$ cat config.mk
export PLATFORM = sky130hd
export DESIGN_NAME = flat_json_object_tokenizer_top_flat
export DESIGN_NICKNAME = d
export VERILOG_FILES = /design/src/hdl/fjt_pkg.sv /design/src/hdl/fjt_if.sv /design/src/hdl/fjt_cfg.sv /design/src/hdl/fjt_core.sv /design/src/hdl/fjt_outbuf.sv /design/src/hdl/flat_json_object_tokenizer_top.sv /design/src/flat_wrapper.sv
export SDC_FILE = /design/constraint.sdc
export NUM_CORES = 1
export LEC_CHECK = 0
export BUFFER_PORTS_ARGS = -buffer_cell sky130_fd_sc_hd__buf_2
export CORE_MARGIN = 2
export CORE_UTILIZATION = 26
export DETAILED_ROUTE_END_ITERATION = 12
export SYNTH_ARGS = -nofsm -noshare
export SYNTH_HDL_FRONTEND = slang
export SYNTH_SLANG_ARGS = --single-unit
$ cat constraint.sdc
create_clock -name clk -period 7.11 [get_ports clk]
set_input_delay 1.0665 -clock clk [delete_from_list [all_inputs] [get_ports clk]]
set_output_delay 1.0665 -clock clk [all_outputs]
set_load 0.02 [all_outputs]
$ cat src/hdl/fjt_pkg.sv
package fjt_pkg;

    typedef enum logic [4:0] {
        PH_BEFORE_OBJ   = 5'd0,
        PH_AFTER_BRACE  = 5'd1,
        PH_BEFORE_KEY   = 5'd2,
        PH_STRING       = 5'd3,
        PH_ESCAPE       = 5'd4,
        PH_HEX          = 5'd5,
        PH_LOW_BSL      = 5'd6,
        PH_LOW_U        = 5'd7,
        PH_LOW_HEX      = 5'd8,
        PH_AFTER_KEY    = 5'd9,
        PH_BEFORE_VALUE = 5'd10,
        PH_LITERAL      = 5'd11,
        PH_NUM_MINUS    = 5'd12,
        PH_NUM_INT      = 5'd13,
        PH_NUM_DOT      = 5'd14,
        PH_NUM_FRAC     = 5'd15,
        PH_NUM_E        = 5'd16,
        PH_NUM_ESIGN    = 5'd17,
        PH_NUM_EXP      = 5'd18,
        PH_AFTER_VALUE  = 5'd19,
        PH_DONE         = 5'd20,
        PH_ERROR        = 5'd21
    } phase_t;

    localparam logic [2:0] TAG_KEY_BYTE  = 3'd0;
    localparam logic [2:0] TAG_KEY_END   = 3'd1;
    localparam logic [2:0] TAG_STR_BYTE  = 3'd2;
    localparam logic [2:0] TAG_NUM_CHAR  = 3'd3;
    localparam logic [2:0] TAG_VALUE_END = 3'd4;
    localparam logic [2:0] TAG_VERDICT   = 3'd5;

    localparam logic [1:0] VT_STRING = 2'd0;
    localparam logic [1:0] VT_NUMBER = 2'd1;
    localparam logic [1:0] VT_BOOL   = 2'd2;
    localparam logic [1:0] VT_NULL   = 2'd3;

    localparam logic [3:0] ST_OK          = 4'd0;
    localparam logic [3:0] ST_TOO_LARGE   = 4'd1;
    localparam logic [3:0] ST_EXP_OBJECT  = 4'd2;
    localparam logic [3:0] ST_TRAILING    = 4'd3;
    localparam logic [3:0] ST_TOO_MANY    = 4'd4;
    localparam logic [3:0] ST_BAD_KEY     = 4'd5;
    localparam logic [3:0] ST_EXP_COLON   = 4'd6;
    localparam logic [3:0] ST_BAD_SCALAR  = 4'd7;
    localparam logic [3:0] ST_EXP_COMMA   = 4'd8;

    localparam logic [1:0] REG_MAX_STRING = 2'd0;
    localparam logic [1:0] REG_MAX_NUMBER = 2'd1;
    localparam logic [1:0] REG_MAX_KEYS   = 2'd2;
    localparam logic [1:0] REG_MAX_DOC    = 2'd3;

    typedef struct packed {
        logic [15:0] max_string_bytes;
        logic [7:0]  max_number_chars;
        logic [9:0]  max_keys;
        logic [23:0] max_document_bytes;
    } cfg_t;

    typedef struct packed {
        logic [2:0] tag;
        logic [7:0] out_byte;
        logic [1:0] value_type;
        logic       bool_value;
        logic [3:0] status;
    } token_t;

    typedef struct packed {
        token_t [3:0] tok;
        logic   [2:0] count;
    } token_set_t;

endpackage

$ cat src/hdl/fjt_if.sv
interface fjt_byte_if;
    import fjt_pkg::*;
    logic       valid;
    logic       ready;
    logic       kind;
    logic [7:0] doc_byte;
    modport source (output valid, kind, doc_byte, input ready);
    modport sink (input valid, kind, doc_byte, output ready);
endinterface

interface fjt_token_if;
    import fjt_pkg::*;
    logic       valid;
    logic       ready;
    logic [2:0] tag;
    logic [7:0] out_byte;
    logic [1:0] value_type;
    logic       bool_value;
    logic [3:0] status;
    logic       last;
    modport source (output valid, tag, out_byte, value_type, bool_value, status, last,
                    input ready);
    modport sink (input valid, tag, out_byte, value_type, bool_value, status, last,
                  output ready);
endinterface

$ cat src/hdl/fjt_cfg.sv
module fjt_cfg (
    input  logic                clk,
    input  logic                rst_n,
    input  logic                psel,
    input  logic                penable,
    input  logic                pwrite,
    input  logic [3:0]          paddr,
    input  logic [31:0]         pwdata,
    output logic [31:0]         prdata,
    output logic                pready,
    output fjt_pkg::cfg_t       cfg
);
    import fjt_pkg::*;

    cfg_t       cfg_reg;
    logic       wr;

    assign pready = 1'b1;
    assign wr     = psel && penable && pwrite;
    assign cfg    = cfg_reg;

    always_ff @(posedge clk or negedge rst_n)
    begin
        if (!rst_n)
        begin
            cfg_reg.max_string_bytes   <= 16'd1024;
            cfg_reg.max_number_chars   <= 8'd32;
            cfg_reg.max_keys           <= 10'd64;
            cfg_reg.max_document_bytes <= 24'd65536;
        end
        else if (wr)
        begin
            case (paddr[3:2])
                REG_MAX_STRING: cfg_reg.max_string_bytes   <= pwdata[15:0];
                REG_MAX_NUMBER: cfg_reg.max_number_chars   <= pwdata[7:0];
                REG_MAX_KEYS:   cfg_reg.max_keys           <= pwdata[9:0];
                REG_MAX_DOC:    cfg_reg.max_document_bytes <= pwdata[23:0];
                default: ;
            endcase
        end
    end

    always_comb
    begin
        case (paddr[3:2])
            REG_MAX_STRING: prdata = {16'd0, cfg_reg.max_string_bytes};
            REG_MAX_NUMBER: prdata = {24'd0, cfg_reg.max_number_chars};
            REG_MAX_KEYS:   prdata = {22'd0, cfg_reg.max_keys};
            REG_MAX_DOC:    prdata = {8'd0, cfg_reg.max_document_bytes};
            default:        prdata = 32'd0;
        endcase
    end
endmodule

$ cat src/hdl/fjt_core.sv
module fjt_core (
    input  logic                 clk,
    input  logic                 rst_n,
    input  logic                 accept,
    input  logic                 kind,
    input  logic [7:0]           doc_byte,
    input  fjt_pkg::cfg_t        cfg,
    output fjt_pkg::token_set_t  res
);
    import fjt_pkg::*;

    function automatic logic [7:0] lit_char(input logic [1:0] k, input logic [2:0] i);
        logic [7:0] ch;
        ch = 8'd0;
        case (k)
            2'd0:
            begin
                case (i)
                    3'd0: ch = "t"; 3'd1: ch = "r"; 3'd2: ch = "u"; 3'd3: ch = "e";
                    default: ch = 8'd0;
                endcase
            end
            2'd1:
            begin
                case (i)
                    3'd0: ch = "f"; 3'd1: ch = "a"; 3'd2: ch = "l"; 3'd3: ch = "s";
                    3'd4: ch = "e";
                    default: ch = 8'd0;
                endcase
            end
            default:
            begin
                case (i)
                    3'd0: ch = "n"; 3'd1: ch = "u"; 3'd2: ch = "l"; 3'd3: ch = "l";
                    default: ch = 8'd0;
                endcase
            end
        endcase
        return ch;
    endfunction

    function automatic logic is_ws(input logic [7:0] c);
        return c == 8'h20 || c == 8'h09 || c == 8'h0A || c == 8'h0D;
    endfunction

    function automatic logic is_digit(input logic [7:0] c);
        return c >= "0" && c <= "9";
    endfunction

    phase_t       phase_reg, phase_next;
    logic         in_key_reg, in_key_next;
    logic [1:0]   lit_kind_reg, lit_kind_next;
    logic [2:0]   lit_idx_reg, lit_idx_next;
    logic [15:0]  hex_acc_reg, hex_acc_next;
    logic [1:0]   hex_cnt_reg, hex_cnt_next;
    logic [9:0]   high_sur_reg, high_sur_next;
    logic [16:0]  str_len_reg, str_len_next;
    logic [7:0]   num_len_reg, num_len_next;
    logic         lead_zero_reg, lead_zero_next;
    logic [10:0]  key_cnt_reg, key_cnt_next;
    logic [24:0]  byte_cnt_reg, byte_cnt_next;
    logic [3:0]   err_reg, err_next;

    token_set_t   set;
    logic [3:0]   end_st;
    logic [3:0]   str_err;

    assign res = set;
    assign str_err = in_key_reg ? ST_BAD_KEY : ST_BAD_SCALAR;

    always_comb
    begin
        case (phase_reg)
            PH_BEFORE_OBJ:  end_st = ST_EXP_OBJECT;
            PH_AFTER_BRACE: end_st = (key_cnt_reg >= {1'b0, cfg.max_keys}) ? ST_TOO_MANY
                                                                          : ST_BAD_KEY;
            PH_BEFORE_KEY:  end_st = ST_BAD_KEY;
            PH_STRING, PH_ESCAPE, PH_HEX, PH_LOW_BSL, PH_LOW_U, PH_LOW_HEX:
                            end_st = str_err;
            PH_AFTER_KEY:   end_st = ST_EXP_COLON;
            PH_NUM_INT, PH_NUM_FRAC, PH_NUM_EXP, PH_AFTER_VALUE:
                            end_st = ST_EXP_COMMA;
            PH_DONE:        end_st = ST_OK;
            PH_ERROR:       end_st = err_reg;
            default:        end_st = ST_BAD_SCALAR;
        endcase
    end

    always_comb
    begin
        logic [7:0]  c;
        phase_t      ph;
        logic [2:0]  n;
        logic [1:0]  nr;     // number step: 1 consumed, 2 terminator, 3 error
        logic        do_str;
        logic [7:0]  sb0, sb1, sb2, sb3;
        logic [2:0]  scnt;
        logic [20:0] cp;
        logic        do_cp;
        logic [4:0]  hv;
        logic [17:0] slen;
        logic [16:0] slen_sat;
        logic [1:0]  k;
        logic [2:0]  klen;
        logic [15:0] acc;

        phase_next     = phase_reg;
        in_key_next    = in_key_reg;
        lit_kind_next  = lit_kind_reg;
        lit_idx_next   = lit_idx_reg;
        hex_acc_next   = hex_acc_reg;
        hex_cnt_next   = hex_cnt_reg;
        high_sur_next  = high_sur_reg;
        str_len_next   = str_len_reg;
        num_len_next   = num_len_reg;
        lead_zero_next = lead_zero_reg;
        key_cnt_next   = key_cnt_reg;
        byte_cnt_next  = byte_cnt_reg;
        err_next       = err_reg;
        set            = '0;
        c = doc_byte; ph = phase_reg; n = 3'd0; nr = 2'd0;
        do_str = 1'b0; sb0 = 8'd0; sb1 = 8'd0; sb2 = 8'd0; sb3 = 8'd0; scnt = 3'd0;
        cp = 21'd0; do_cp = 1'b0; hv = 5'd0; slen = 18'd0; slen_sat = 17'd0;
        k = 2'd0; klen = 3'd0; acc = 16'd0;

        if (accept && kind)
        begin
            set.tok[0].tag    = TAG_VERDICT;
            set.tok[0].status = (byte_cnt_reg > {1'b0, cfg.max_document_bytes})
                                ? ST_TOO_LARGE : end_st;
            n = 3'd1;
            phase_next = PH_BEFORE_OBJ; in_key_next = 1'b0; lit_kind_next = 2'd0;
            lit_idx_next = 3'd0; hex_acc_next = 16'd0; hex_cnt_next = 2'd0;
            high_sur_next = 10'd0; str_len_next = 17'd0; num_len_next = 8'd0;
            lead_zero_next = 1'b0; key_cnt_next = 11'd0; byte_cnt_next = 25'd0;
            err_next = ST_OK;
        end
        else if (accept)
        begin
            if (byte_cnt_reg != {25{1'b1}})
                byte_cnt_next = byte_cnt_reg + 25'd1;
            if (phase_reg != PH_ERROR)
            begin
                // number continuation runs first; a terminator falls through
                case (ph)
                    PH_NUM_MINUS:
                    begin
                        if (!is_digit(c)) nr = 2'd3;
                        else
                        begin
                            lead_zero_next = (c == "0"); ph = PH_NUM_INT; nr = 2'd1;
                        end
                    end
                    PH_NUM_INT:
                    begin
                        if (is_digit(c)) nr = lead_zero_reg ? 2'd3 : 2'd1;
                        else if (c == ".") begin ph = PH_NUM_DOT; nr = 2'd1; end
                        else if (c == "e" || c == "E") begin ph = PH_NUM_E; nr = 2'd1; end
                        else nr = 2'd2;
                    end
                    PH_NUM_DOT:
                    begin
                        if (!is_digit(c)) nr = 2'd3;
                        else begin ph = PH_NUM_FRAC; nr = 2'd1; end
                    end
                    PH_NUM_FRAC:
                    begin
                        if (is_digit(c)) nr = 2'd1;
                        else if (c == "e" || c == "E") begin ph = PH_NUM_E; nr = 2'd1; end
                        else nr = 2'd2;
                    end
                    PH_NUM_E:
                    begin
                        if (c == "+" || c == "-") begin ph = PH_NUM_ESIGN; nr = 2'd1; end
                        else if (is_digit(c)) begin ph = PH_NUM_EXP; nr = 2'd1; end
                        else nr = 2'd3;
                    end
                    PH_NUM_ESIGN:
                    begin
                        if (!is_digit(c)) nr = 2'd3;
                        else begin ph = PH_NUM_EXP; nr = 2'd1; end
                    end
                    PH_NUM_EXP: nr = is_digit(c) ? 2'd1 : 2'd2;
                    default: nr = 2'd0;
                endcase

                if (nr == 2'd3)
                begin
                    err_next = ST_BAD_SCALAR; ph = PH_ERROR;
                end
                else if (nr == 2'd1)
                begin
                    if (num_len_reg >= cfg.max_number_chars)
                    begin
                        err_next = ST_BAD_SCALAR; ph = PH_ERROR;
                    end
                    else
                    begin
                        num_len_next = num_len_reg + 8'd1;
                        set.tok[n[1:0]].tag = TAG_NUM_CHAR;
                        set.tok[n[1:0]].out_byte = c;
                        n = n + 3'd1;
                    end
                end
                else
                begin
                    if (nr == 2'd2)
                    begin
                        set.tok[n[1:0]].tag = TAG_VALUE_END;
                        set.tok[n[1:0]].value_type = VT_NUMBER;
                        n = n + 3'd1;
                        if (key_cnt_reg != 11'h7FF) key_cnt_next = key_cnt_reg + 11'd1;
                        ph = PH_AFTER_VALUE;
                    end
                    case (ph)
                        PH_BEFORE_OBJ:
                        begin
                            if (!is_ws(c))
                            begin
                                if (c == "{") ph = PH_AFTER_BRACE;
                                else begin err_next = ST_EXP_OBJECT; ph = PH_ERROR; end
                            end
                        end
                        PH_AFTER_BRACE, PH_BEFORE_KEY:
                        begin
                            if (!is_ws(c))
                            begin
                                if (ph == PH_AFTER_BRACE && c == "}") ph = PH_DONE;
                                else if (ph == PH_AFTER_BRACE &&
                                         key_cnt_reg >= {1'b0, cfg.max_keys})
                                begin
                                    err_next = ST_TOO_MANY; ph = PH_ERROR;
                                end
                                else if (c == "\"")
                                begin
                                    in_key_next = 1'b1; str_len_next = 17'd0; ph = PH_STRING;
                                end
                                else begin err_next = ST_BAD_KEY; ph = PH_ERROR; end
                            end
                        end
                        PH_STRING:
                        begin
                            if (c == "\"")
                            begin
                                if (in_key_reg)
                                begin
                                    set.tok[n[1:0]].tag = TAG_KEY_END;
                                    n = n + 3'd1;
                                    ph = PH_AFTER_KEY;
                                end
                                else
                                begin
                                    set.tok[n[1:0]].tag = TAG_VALUE_END;
                                    set.tok[n[1:0]].value_type = VT_STRING;
                                    n = n + 3'd1;
                                    if (key_cnt_reg != 11'h7FF)
                                        key_cnt_next = key_cnt_reg + 11'd1;
                                    ph = PH_AFTER_VALUE;
                                end
                            end
                            else if (c < 8'h20) begin err_next = str_err; ph = PH_ERROR; end
                            else if (c == "\\") ph = PH_ESCAPE;
                            else begin sb0 = c; scnt = 3'd1; do_str = 1'b1; end
                        end
                        PH_ESCAPE:
                        begin
                            ph = PH_STRING; scnt = 3'd1; do_str = 1'b1;
                            case (c)
                                "\"", "\\", "/": sb0 = c;
                                "b": sb0 = 8'h08;
                                "f": sb0 = 8'h0C;
                                "n": sb0 = 8'h0A;
                                "r": sb0 = 8'h0D;
                                "t": sb0 = 8'h09;
                                "u":
                                begin
                                    do_str = 1'b0; ph = PH_HEX;
                                    hex_cnt_next = 2'd0; hex_acc_next = 16'd0;
                                end
                                default:
                                begin
                                    do_str = 1'b0; err_next = str_err; ph = PH_ERROR;
                                end
                            endcase
                        end
                        PH_HEX, PH_LOW_HEX:
                        begin
                            if (is_digit(c)) hv = {1'b1, c[3:0]};
                            else if ((c >= "a" && c <= "f") || (c >= "A" && c <= "F"))
                                hv = {1'b1, c[3:0] + 4'd9};
                            if (!hv[4]) begin err_next = str_err; ph = PH_ERROR; end
                            else
                            begin
                                acc = {hex_acc_reg[11:0], hv[3:0]};
                                hex_acc_next = acc;
                                if (hex_cnt_reg != 2'd3) hex_cnt_next = hex_cnt_reg + 2'd1;
                                else
                                begin
                                    hex_cnt_next = 2'd0;
                                    if (ph == PH_HEX)
                                    begin
                                        if (acc >= 16'hD800 && acc <= 16'hDBFF)
                                        begin
                                            high_sur_next = acc[9:0];
                                            ph = PH_LOW_BSL;
                                        end
                                        else if (acc >= 16'hDC00 && acc <= 16'hDFFF)
                                        begin
                                            err_next = str_err; ph = PH_ERROR;
                                        end
                                        else
                                        begin
                                            ph = PH_STRING; cp = {5'd0, acc}; do_cp = 1'b1;
                                        end
                                    end
                                    else if (acc < 16'hDC00 || acc > 16'hDFFF)
                                    begin
                                        err_next = str_err; ph = PH_ERROR;
                                    end
                                    else
                                    begin
                                        ph = PH_STRING;
                                        cp = 21'h10000 + {1'b0, high_sur_reg, acc[9:0]};
                                        do_cp = 1'b1;
                                    end
                                end
                            end
                        end
                        PH_LOW_BSL:
                        begin
                            if (c == "\\") ph = PH_LOW_U;
                            else begin err_next = str_err; ph = PH_ERROR; end
                        end
                        PH_LOW_U:
                        begin
                            if (c == "u")
                            begin
                                ph = PH_LOW_HEX; hex_cnt_next = 2'd0; hex_acc_next = 16'd0;
                            end
                            else begin err_next = str_err; ph = PH_ERROR; end
                        end
                        PH_AFTER_KEY:
                        begin
                            if (!is_ws(c))
                            begin
                                if (c == ":") ph = PH_BEFORE_VALUE;
                                else begin err_next = ST_EXP_COLON; ph = PH_ERROR; end
                            end
                        end
                        PH_BEFORE_VALUE:
                        begin
                            if (is_ws(c)) ph = PH_BEFORE_VALUE;
                            else if (c == "\"")
                            begin
                                in_key_next = 1'b0; str_len_next = 17'd0; ph = PH_STRING;
                            end
                            else if (c == "t" || c == "f" || c == "n")
                            begin
                                lit_kind_next = (c == "t") ? 2'd0 : (c == "f") ? 2'd1 : 2'd2;
                                lit_idx_next = 3'd1; ph = PH_LITERAL;
                            end
                            else if (c == "-" || is_digit(c))
                            begin
                                lead_zero_next = (c == "0");
                                ph = (c == "-") ? PH_NUM_MINUS : PH_NUM_INT;
                                if (cfg.max_number_chars == 8'd0)
                                begin
                                    num_len_next = 8'd0;
                                    err_next = ST_BAD_SCALAR; ph = PH_ERROR;
                                end
                                else
                                begin
                                    num_len_next = 8'd1;
                                    set.tok[n[1:0]].tag = TAG_NUM_CHAR;
                                    set.tok[n[1:0]].out_byte = c;
                                    n = n + 3'd1;
                                end
                            end
                            else begin err_next = ST_BAD_SCALAR; ph = PH_ERROR; end
                        end
                        PH_LITERAL:
                        begin
                            k = (lit_kind_reg == 2'd3) ? 2'd2 : lit_kind_reg;
                            klen = (k == 2'd1) ? 3'd5 : 3'd4;
                            if (lit_idx_reg >= klen || c != lit_char(k, lit_idx_reg))
                            begin
                                err_next = ST_BAD_SCALAR; ph = PH_ERROR;
                            end
                            else
                            begin
                                lit_idx_next = lit_idx_reg + 3'd1;
                                if (lit_idx_reg + 3'd1 == klen)
                                begin
                                    set.tok[n[1:0]].tag = TAG_VALUE_END;
                                    set.tok[n[1:0]].value_type = (k == 2'd2) ? VT_NULL : VT_BOOL;
                                    set.tok[n[1:0]].bool_value = (k == 2'd0);
                                    n = n + 3'd1;
                                    if (key_cnt_reg != 11'h7FF)
                                        key_cnt_next = key_cnt_reg + 11'd1;
                                    ph = PH_AFTER_VALUE;
                                end
                            end
                        end
                        PH_AFTER_VALUE:
                        begin
                            if (!is_ws(c))
                            begin
                                if (c == ",")
                                begin
                                    // the count may include the value just closed
                                    if (key_cnt_next >= {1'b0, cfg.max_keys})
                                    begin
                                        err_next = ST_TOO_MANY; ph = PH_ERROR;
                                    end
                                    else ph = PH_BEFORE_KEY;
                                end
                                else if (c == "}") ph = PH_DONE;
                                else begin err_next = ST_EXP_COMMA; ph = PH_ERROR; end
                            end
                        end
                        PH_DONE:
                        begin
                            if (!is_ws(c)) begin err_next = ST_TRAILING; ph = PH_ERROR; end
                        end
                        default: ;
                    endcase

                    // utf-8 encode of a decoded code point
                    if (do_cp)
                    begin
                        do_str = 1'b1;
                        if (cp <= 21'h7F) begin sb0 = cp[7:0]; scnt = 3'd1; end
                        else if (cp <= 21'h7FF)
                        begin
                            sb0 = 8'hC0 | {3'd0, cp[10:6]}; sb1 = 8'h80 | {2'd0, cp[5:0]};
                            scnt = 3'd2;
                        end
                        else if (cp <= 21'hFFFF)
                        begin
                            sb0 = 8'hE0 | {4'd0, cp[15:12]};
                            sb1 = 8'h80 | {2'd0, cp[11:6]};
                            sb2 = 8'h80 | {2'd0, cp[5:0]};
                            scnt = 3'd3;
                        end
                        else
                        begin
                            sb0 = 8'hF0 | {5'd0, cp[20:18]};
                            sb1 = 8'h80 | {2'd0, cp[17:12]};
                            sb2 = 8'h80 | {2'd0, cp[11:6]};
                            sb3 = 8'h80 | {2'd0, cp[5:0]};
                            scnt = 3'd4;
                        end
                    end

                    if (do_str)
                    begin
                        slen = {1'b0, str_len_reg} + {15'd0, scnt};
                        slen_sat = slen[17] ? {17{1'b1}} : slen[16:0];
                        str_len_next = slen_sat;
                        if (slen_sat > {1'b0, cfg.max_string_bytes})
                        begin
                            err_next = str_err; ph = PH_ERROR;
                        end
                        else
                        begin
                            set.tok[0].tag = in_key_reg ? TAG_KEY_BYTE : TAG_STR_BYTE;
                            set.tok[0].out_byte = sb0;
                            set.tok[1].tag = in_key_reg ? TAG_KEY_BYTE : TAG_STR_BYTE;
                            set.tok[1].out_byte = sb1;
                            set.tok[2].tag = in_key_reg ? TAG_KEY_BYTE : TAG_STR_BYTE;
                            set.tok[2].out_byte = sb2;
                            set.tok[3].tag = in_key_reg ? TAG_KEY_BYTE : TAG_STR_BYTE;
                            set.tok[3].out_byte = sb3;
                            n = scnt;
                        end
                    end
                end
                phase_next = ph;
            end
        end
        set.count = n;
    end

    always_ff @(posedge clk or negedge rst_n)
    begin
        if (!rst_n)
        begin
            phase_reg     <= PH_BEFORE_OBJ;
            in_key_reg    <= 1'b0;
            lit_kind_reg  <= 2'd0;
            lit_idx_reg   <= 3'd0;
            hex_acc_reg   <= 16'd0;
            hex_cnt_reg   <= 2'd0;
            high_sur_reg  <= 10'd0;
            str_len_reg   <= 17'd0;
            num_len_reg   <= 8'd0;
            lead_zero_reg <= 1'b0;
            key_cnt_reg   <= 11'd0;
            byte_cnt_reg  <= 25'd0;
            err_reg       <= ST_OK;
        end
        else
        begin
            phase_reg     <= phase_next;
            in_key_reg    <= in_key_next;
            lit_kind_reg  <= lit_kind_next;
            lit_idx_reg   <= lit_idx_next;
            hex_acc_reg   <= hex_acc_next;
            hex_cnt_reg   <= hex_cnt_next;
            high_sur_reg  <= high_sur_next;
            str_len_reg   <= str_len_next;
            num_len_reg   <= num_len_next;
            lead_zero_reg <= lead_zero_next;
            key_cnt_reg   <= key_cnt_next;
            byte_cnt_reg  <= byte_cnt_next;
            err_reg       <= err_next;
        end
    end
endmodule

$ cat src/hdl/fjt_outbuf.sv
module fjt_outbuf (
    input  logic                 clk,
    input  logic                 rst_n,
    input  logic                 load,
    input  fjt_pkg::token_set_t  set,
    output logic                 can_load,
    fjt_token_if.source          tokens
);
    import fjt_pkg::*;

    token_t [3:0] tok_reg;
    logic   [2:0] cnt_reg;
    logic   [2:0] pos_reg;
    logic   [2:0] pos_next;
    logic         fire;

    assign tokens.valid      = pos_reg < cnt_reg;
    assign tokens.tag        = tok_reg[pos_reg[1:0]].tag;
    assign tokens.out_byte   = tok_reg[pos_reg[1:0]].out_byte;
    assign tokens.value_type = tok_reg[pos_reg[1:0]].value_type;
    assign tokens.bool_value = tok_reg[pos_reg[1:0]].bool_value;
    assign tokens.status     = tok_reg[pos_reg[1:0]].status;
    assign tokens.last       = (pos_reg + 3'd1 == cnt_reg);

    assign fire     = tokens.valid && tokens.ready;
    assign pos_next = pos_reg + 3'd1;
    // free now, or the final pending transaction leaves this cycle
    assign can_load = !tokens.valid || (fire && tokens.last);

    always_ff @(posedge clk)
    begin
        if (load)
            tok_reg <= set.tok;
    end

    always_ff @(posedge clk or negedge rst_n)
    begin
        if (!rst_n)
        begin
            cnt_reg <= 3'd0;
            pos_reg <= 3'd0;
        end
        else if (load)
        begin
            cnt_reg <= set.count;
            pos_reg <= 3'd0;
        end
        else if (fire)
            pos_reg <= pos_next;
    end

    a_load_restart: assert property (@(posedge clk) disable iff (!rst_n)
        load |=> pos_reg == 3'd0)
        else $error("position not cleared on load");
    a_cnt_bound: assert property (@(posedge clk) disable iff (!rst_n)
        cnt_reg <= 3'd4 && pos_reg <= cnt_reg)
        else $error("buffer position out of range");
    a_verdict_last: assert property (@(posedge clk) disable iff (!rst_n)
        tokens.valid && tokens.tag == TAG_VERDICT |-> tokens.last)
        else $error("verdict not final");
    a_idle_ready: assert property (@(posedge clk) disable iff (!rst_n)
        !tokens.valid |-> can_load)
        else $error("stalled while empty");
endmodule

$ cat src/hdl/flat_json_object_tokenizer_top.sv
// Tokenizes one flat JSON object per document, one byte per transaction; a kind=1
// transaction ends the document, yields the verdict and resets the parse state. Each
// byte is parsed in the cycle it is accepted and its tokens (zero to four) are loaded
// into a four-entry output buffer, so a byte producing zero or one token is taken every
// cycle while the token sink is ready; a byte producing several tokens (multi-byte UTF-8
// from a \u escape) holds the input until its last token leaves the buffer. Limits are
// written over APB at
// 0x0 max_string_bytes, 0x4 max_number_chars, 0x8 max_keys, 0xC max_document_bytes.
module flat_json_object_tokenizer_top (
    input  logic         clk,
    input  logic         rst_n,
    fjt_byte_if.sink     bytes,
    fjt_token_if.source  tokens,
    input  logic         psel,
    input  logic         penable,
    input  logic         pwrite,
    input  logic [3:0]   paddr,
    input  logic [31:0]  pwdata,
    output logic [31:0]  prdata,
    output logic         pready
);
    import fjt_pkg::*;

    cfg_t        cfg;
    token_set_t  set;
    logic        can_load;
    logic        accept;

    assign bytes.ready = can_load;
    assign accept      = bytes.valid && can_load;

    fjt_cfg u_cfg (
        .clk     (clk),
        .rst_n   (rst_n),
        .psel    (psel),
        .penable (penable),
        .pwrite  (pwrite),
        .paddr   (paddr),
        .pwdata  (pwdata),
        .prdata  (prdata),
        .pready  (pready),
        .cfg     (cfg)
    );

    fjt_core u_core (
        .clk      (clk),
        .rst_n    (rst_n),
        .accept   (accept),
        .kind     (bytes.kind),
        .doc_byte (bytes.doc_byte),
        .cfg      (cfg),
        .res      (set)
    );

    fjt_outbuf u_outbuf (
        .clk      (clk),
        .rst_n    (rst_n),
        .load     (accept),
        .set      (set),
        .can_load (can_load),
        .tokens   (tokens)
    );
endmodule
$ cat src/flat_wrapper.sv
// flat-port wrapper written by rule: the top's interface ports become plain ports
module flat_json_object_tokenizer_top_flat import fjt_pkg::*;
  (clk, rst_n, psel, penable, pwrite, paddr, pwdata, prdata, pready, bytes_valid, bytes_kind, bytes_doc_byte, bytes_ready, tokens_valid, tokens_tag, tokens_out_byte, tokens_value_type, tokens_bool_value, tokens_status, tokens_last, tokens_ready);
  fjt_byte_if bytes_i ();
  fjt_token_if tokens_i ();
  input  logic clk;
  input  logic rst_n;
  input  logic psel;
  input  logic penable;
  input  logic pwrite;
  input  logic [3:0] paddr;
  input  logic [31:0] pwdata;
  output logic [31:0] prdata;
  output logic pready;
  input wire logic [$bits(bytes_i.valid)-1:0] bytes_valid;
  input wire logic [$bits(bytes_i.kind)-1:0] bytes_kind;
  input wire logic [$bits(bytes_i.doc_byte)-1:0] bytes_doc_byte;
  output wire logic [$bits(bytes_i.ready)-1:0] bytes_ready;
  output wire logic [$bits(tokens_i.valid)-1:0] tokens_valid;
  output wire logic [$bits(tokens_i.tag)-1:0] tokens_tag;
  output wire logic [$bits(tokens_i.out_byte)-1:0] tokens_out_byte;
  output wire logic [$bits(tokens_i.value_type)-1:0] tokens_value_type;
  output wire logic [$bits(tokens_i.bool_value)-1:0] tokens_bool_value;
  output wire logic [$bits(tokens_i.status)-1:0] tokens_status;
  output wire logic [$bits(tokens_i.last)-1:0] tokens_last;
  input wire logic [$bits(tokens_i.ready)-1:0] tokens_ready;
  assign bytes_i.valid = bytes_valid;
  assign bytes_i.kind = bytes_kind;
  assign bytes_i.doc_byte = bytes_doc_byte;
  assign bytes_ready = bytes_i.ready;
  assign tokens_valid = tokens_i.valid;
  assign tokens_tag = tokens_i.tag;
  assign tokens_out_byte = tokens_i.out_byte;
  assign tokens_value_type = tokens_i.value_type;
  assign tokens_bool_value = tokens_i.bool_value;
  assign tokens_status = tokens_i.status;
  assign tokens_last = tokens_i.last;
  assign tokens_i.ready = tokens_ready;
  flat_json_object_tokenizer_top u_core (.clk(clk), .rst_n(rst_n), .bytes(bytes_i), .tokens(tokens_i), .psel(psel), .penable(penable), .pwrite(pwrite), .paddr(paddr), .pwdata(pwdata), .prdata(prdata), .pready(pready));
endmodule
==> results.toml <==
[status]
run_status = "complete, no violations"

[global_route]
antenna_found_initial = 2
grt_pass1_vias = 14800
track_usage_pct = 18.0
overflow = 0
grt_pass1_wl_um = 88600
grt_max_degree = 62

[placement]
io_buffers = 86
globalplace.congestion = 0.989
dpl.hpwl_um = 44500
place_inst = 2765
place_area_um2 = 18000

[layout]
area_delta_synth_final_pct = 21.6
layout_common_cells = "nand2_1 (229), buf_4 (165), dfrtp_1 (161), nor2_1 (147), o21ai_0 (144)"
fin_cells = 2819
fillers = 6152
final_cell_area_um2 = 19000
drive_gt1_share_pct = 20.8
final_common_cell = "nand2_1"
multi_input_area_um2 = 9630
area.sequential_um2 = 5550
layout.nets = 2179
largest_register_ffs = 58
post-route-util_pct = 32.1

[yosys]
synth_flop_cell = "dfrtp_1"
async_reset_ff_share_pct = 77.8
yosysWarnings = 0
synth_cell_types = 99
syn_area_um2 = 15700
yosysSeqAreaShare_pct = 35.4
syn_inst = 1831
synth_edf_count = 47
synth.avg_cell_area_um2 = 8.55
synth-seq-cells = 212

[setup_path]
rrSetupSlack_ns = 0.28
reg2reg_from = "u_core.u_core.phase_reg[2]"
max_stage_delay_ns = 0.53
worst-path-max-fanout = 4
worstSetupPathType = "in2reg"
reg2reg_to = "u_core.u_core.phase_reg[4]"
crit_arrival_ns = 7.33
crit_path_end_kind = "flop"
slowest_stage = "or4b_4"
reg2reg_depth = 30
setup.worst_path.end = "u_core.u_core.phase_reg[4]"
cp-startpoint = "bytes_doc_byte[1]"
startpoint_type = "primary input"
required_ns = 7.51

[floorplanning]
core_area_um2 = 59200
dieArea_um2 = 62200
ios = 106
rows = 89
initial_core_util_pct = 26.4
die_y_um = 249
dieWidth_um = 249

[min_path]
hold_class = "in2async"

[clock_network]
cts_inserted_buffers = 26
cts-root-buf = "clkbuf_16"
clockBufferDepth = 3
cts_num_sinks = 212
clock_latency_ns = 0.58
cts_tree = "done"
htree_num_levels = 1
clk_pin_slew_ns = 0.06

[timing]
finalSetupViolations = 0
clock.fmax_mhz = 144
fin_crit_ns = 6.93
slew_headroom_pct = 18.5
tightest_slew_ns = 1.21
slew_viol_final = 0
skew_ns = 0.0196
hold_viol_final = 0
period_share_pct = 97.5

[power_and_ir_drop]
power_switching_share_pct = 43.5
p_clk_share_pct = 22.7
p_per_area_nw_per_um2 = 302
power_uw = 5750
p_int_uw = 3250
combPwrFrac_pct = 47.2
p_leak_uw = 0.00822
seq_power_share_pct = 30.0
power.switching_uw = 2500
ir_worst_vdd_mv = 0.187

[detailed_routing]
vias = 15200
drt_iter0_drc = 1142
wl_per_cell_um = 20.5
drc_errors = 0
drtAntennaViolNets = 0
dr.pass1.iters = 8
drt-total-wl_um = 57800
viasPerCell = 5.41

[job]
maxCapViolCount = 0
## power groups by stage
| stage | clock network [uW] | registers [uW] | logic, uW |
|---|---|---|---|
| 6_report | 1310 | 1730 | 2720 |
| 5_1_grt | 1390 | 1760 | 2930 |
| 4_1_cts | 1340 | 1730 | 2640 |
| 3_5_place_dp | 0 | 1750 | 2630 |
| 3_3_place_gp | 0 | 1740 | 2580 |
| 2_1_floorplan | 0 | 1650 | 1720 |
## metrics by stage
step	hold WS, ns	setup slack [ns]	TNS (ns)
after floorplan	0.454	-0.000380	-0.000380
after global placement	0.468	-0.488	-12.90
after detailed placement	0.475	-0.508	-14.04
after CTS	0.441	0.0910	0
after global routing	0.454	-0.0739	-0.247
final	0.439	0.175	0
## synth_stat cells, types with 19 or more instances
| cell | number | share of area (%) |
|---|---|---|
| a211oi_1 | 30 | 1.4 |
| a21o_1 | 22 | 1.1 |
| a21oi_1 | 117 | 3.7 |
| a31oi_1 | 23 | 0.92 |
| and3_1 | 19 | 0.76 |
| clkbuf_1 | 53 | 1.3 |
| dfrtp_1 | 161 | 26 |
| edfxtp_1 | 47 | 9.0 |
| ha_1 | 97 | 7.8 |
| inv_1 | 94 | 2.3 |
| mux2_2 | 40 | 2.9 |
| nand2_1 | 229 | 5.5 |
| nand3_1 | 71 | 2.3 |
| nand4_1 | 32 | 1.3 |
| nor2_1 | 151 | 3.6 |
| nor2b_1 | 28 | 1.1 |
| nor3_1 | 50 | 1.6 |
| o21ai_0 | 148 | 4.7 |
| xnor2_1 | 19 | 1.1 |
| xor2_1 | 31 | 1.7 |
## cells by family after synthesis
family / count (synthesis) / synth area share, %
and+or+nand+nor: 722 / 23.2
buffers and inverters: 189 / 5.03
other: 2 / 0.0480
muxes: 71 / 6.06
AOI/OAI and AO/OA: 486 / 19.4
xor gates and xnor gates: 51 / 2.95
DFF: 212 / 35.4
adders and majority gates: 98 / 7.88
## layer usage
metal,global-route usage [%],share of wire (%),up-vias
met3,2.68,6.2,117
met5,0,0.022,-
li1,-,-,7066
met4,6.27,3.2,2
met2,29.9,47,555
met1,23.9,44,7507
## layout make-up
type / count / area share (%)
sequential: 212 / 29.1
antenna: 1 / 0.0131
clock inverter: 11 / 0.611
inverter: 98 / 1.97
clock buffer: 33 / 3.77
timing repair buffer: 251 / 8.83
multi-input combinational: 1440 / 50.6
tap: 773 / 5.08
## critical path, delay by kind of cell
kind	cells	cell delay [ns]
xor gates and xnor gates	1	0.13
adders and majority gates	4	1.08
AOI/OAI and AO/OA	9	1.47
and+or+nand+nor	12	2.92
buffers and inverters	6	0.66
## worst min-delay path by stage
stage          slack (ns)  depth (start not counted)                         start                        endpoint
4_1_cts              0.44                          1                         rst_n  u_core.u_core.byte_cnt_reg[16]
3_5_place_dp         0.47                          1  u_core.u_core.str_len_reg[0]    u_core.u_core.str_len_reg[0]
6_report             0.44                          1                         rst_n  u_core.u_core.byte_cnt_reg[14]
3_3_place_gp         0.47                          1  u_core.u_core.str_len_reg[0]    u_core.u_core.str_len_reg[0]
2_1_floorplan        0.45                          2  u_core.u_core.hex_cnt_reg[1]    u_core.u_core.hex_cnt_reg[1]
5_1_grt              0.45                          1                         rst_n  u_core.u_core.byte_cnt_reg[14]
## timing repair
action | in CTS | in global routing
endpoints found under the setup margin | 0 | 42
setup buffers | 0 | 9
hold buffers | 0 | 0
resized for setup | 0 | 25
Note: power is estimated with default switching activity, not from simulation.
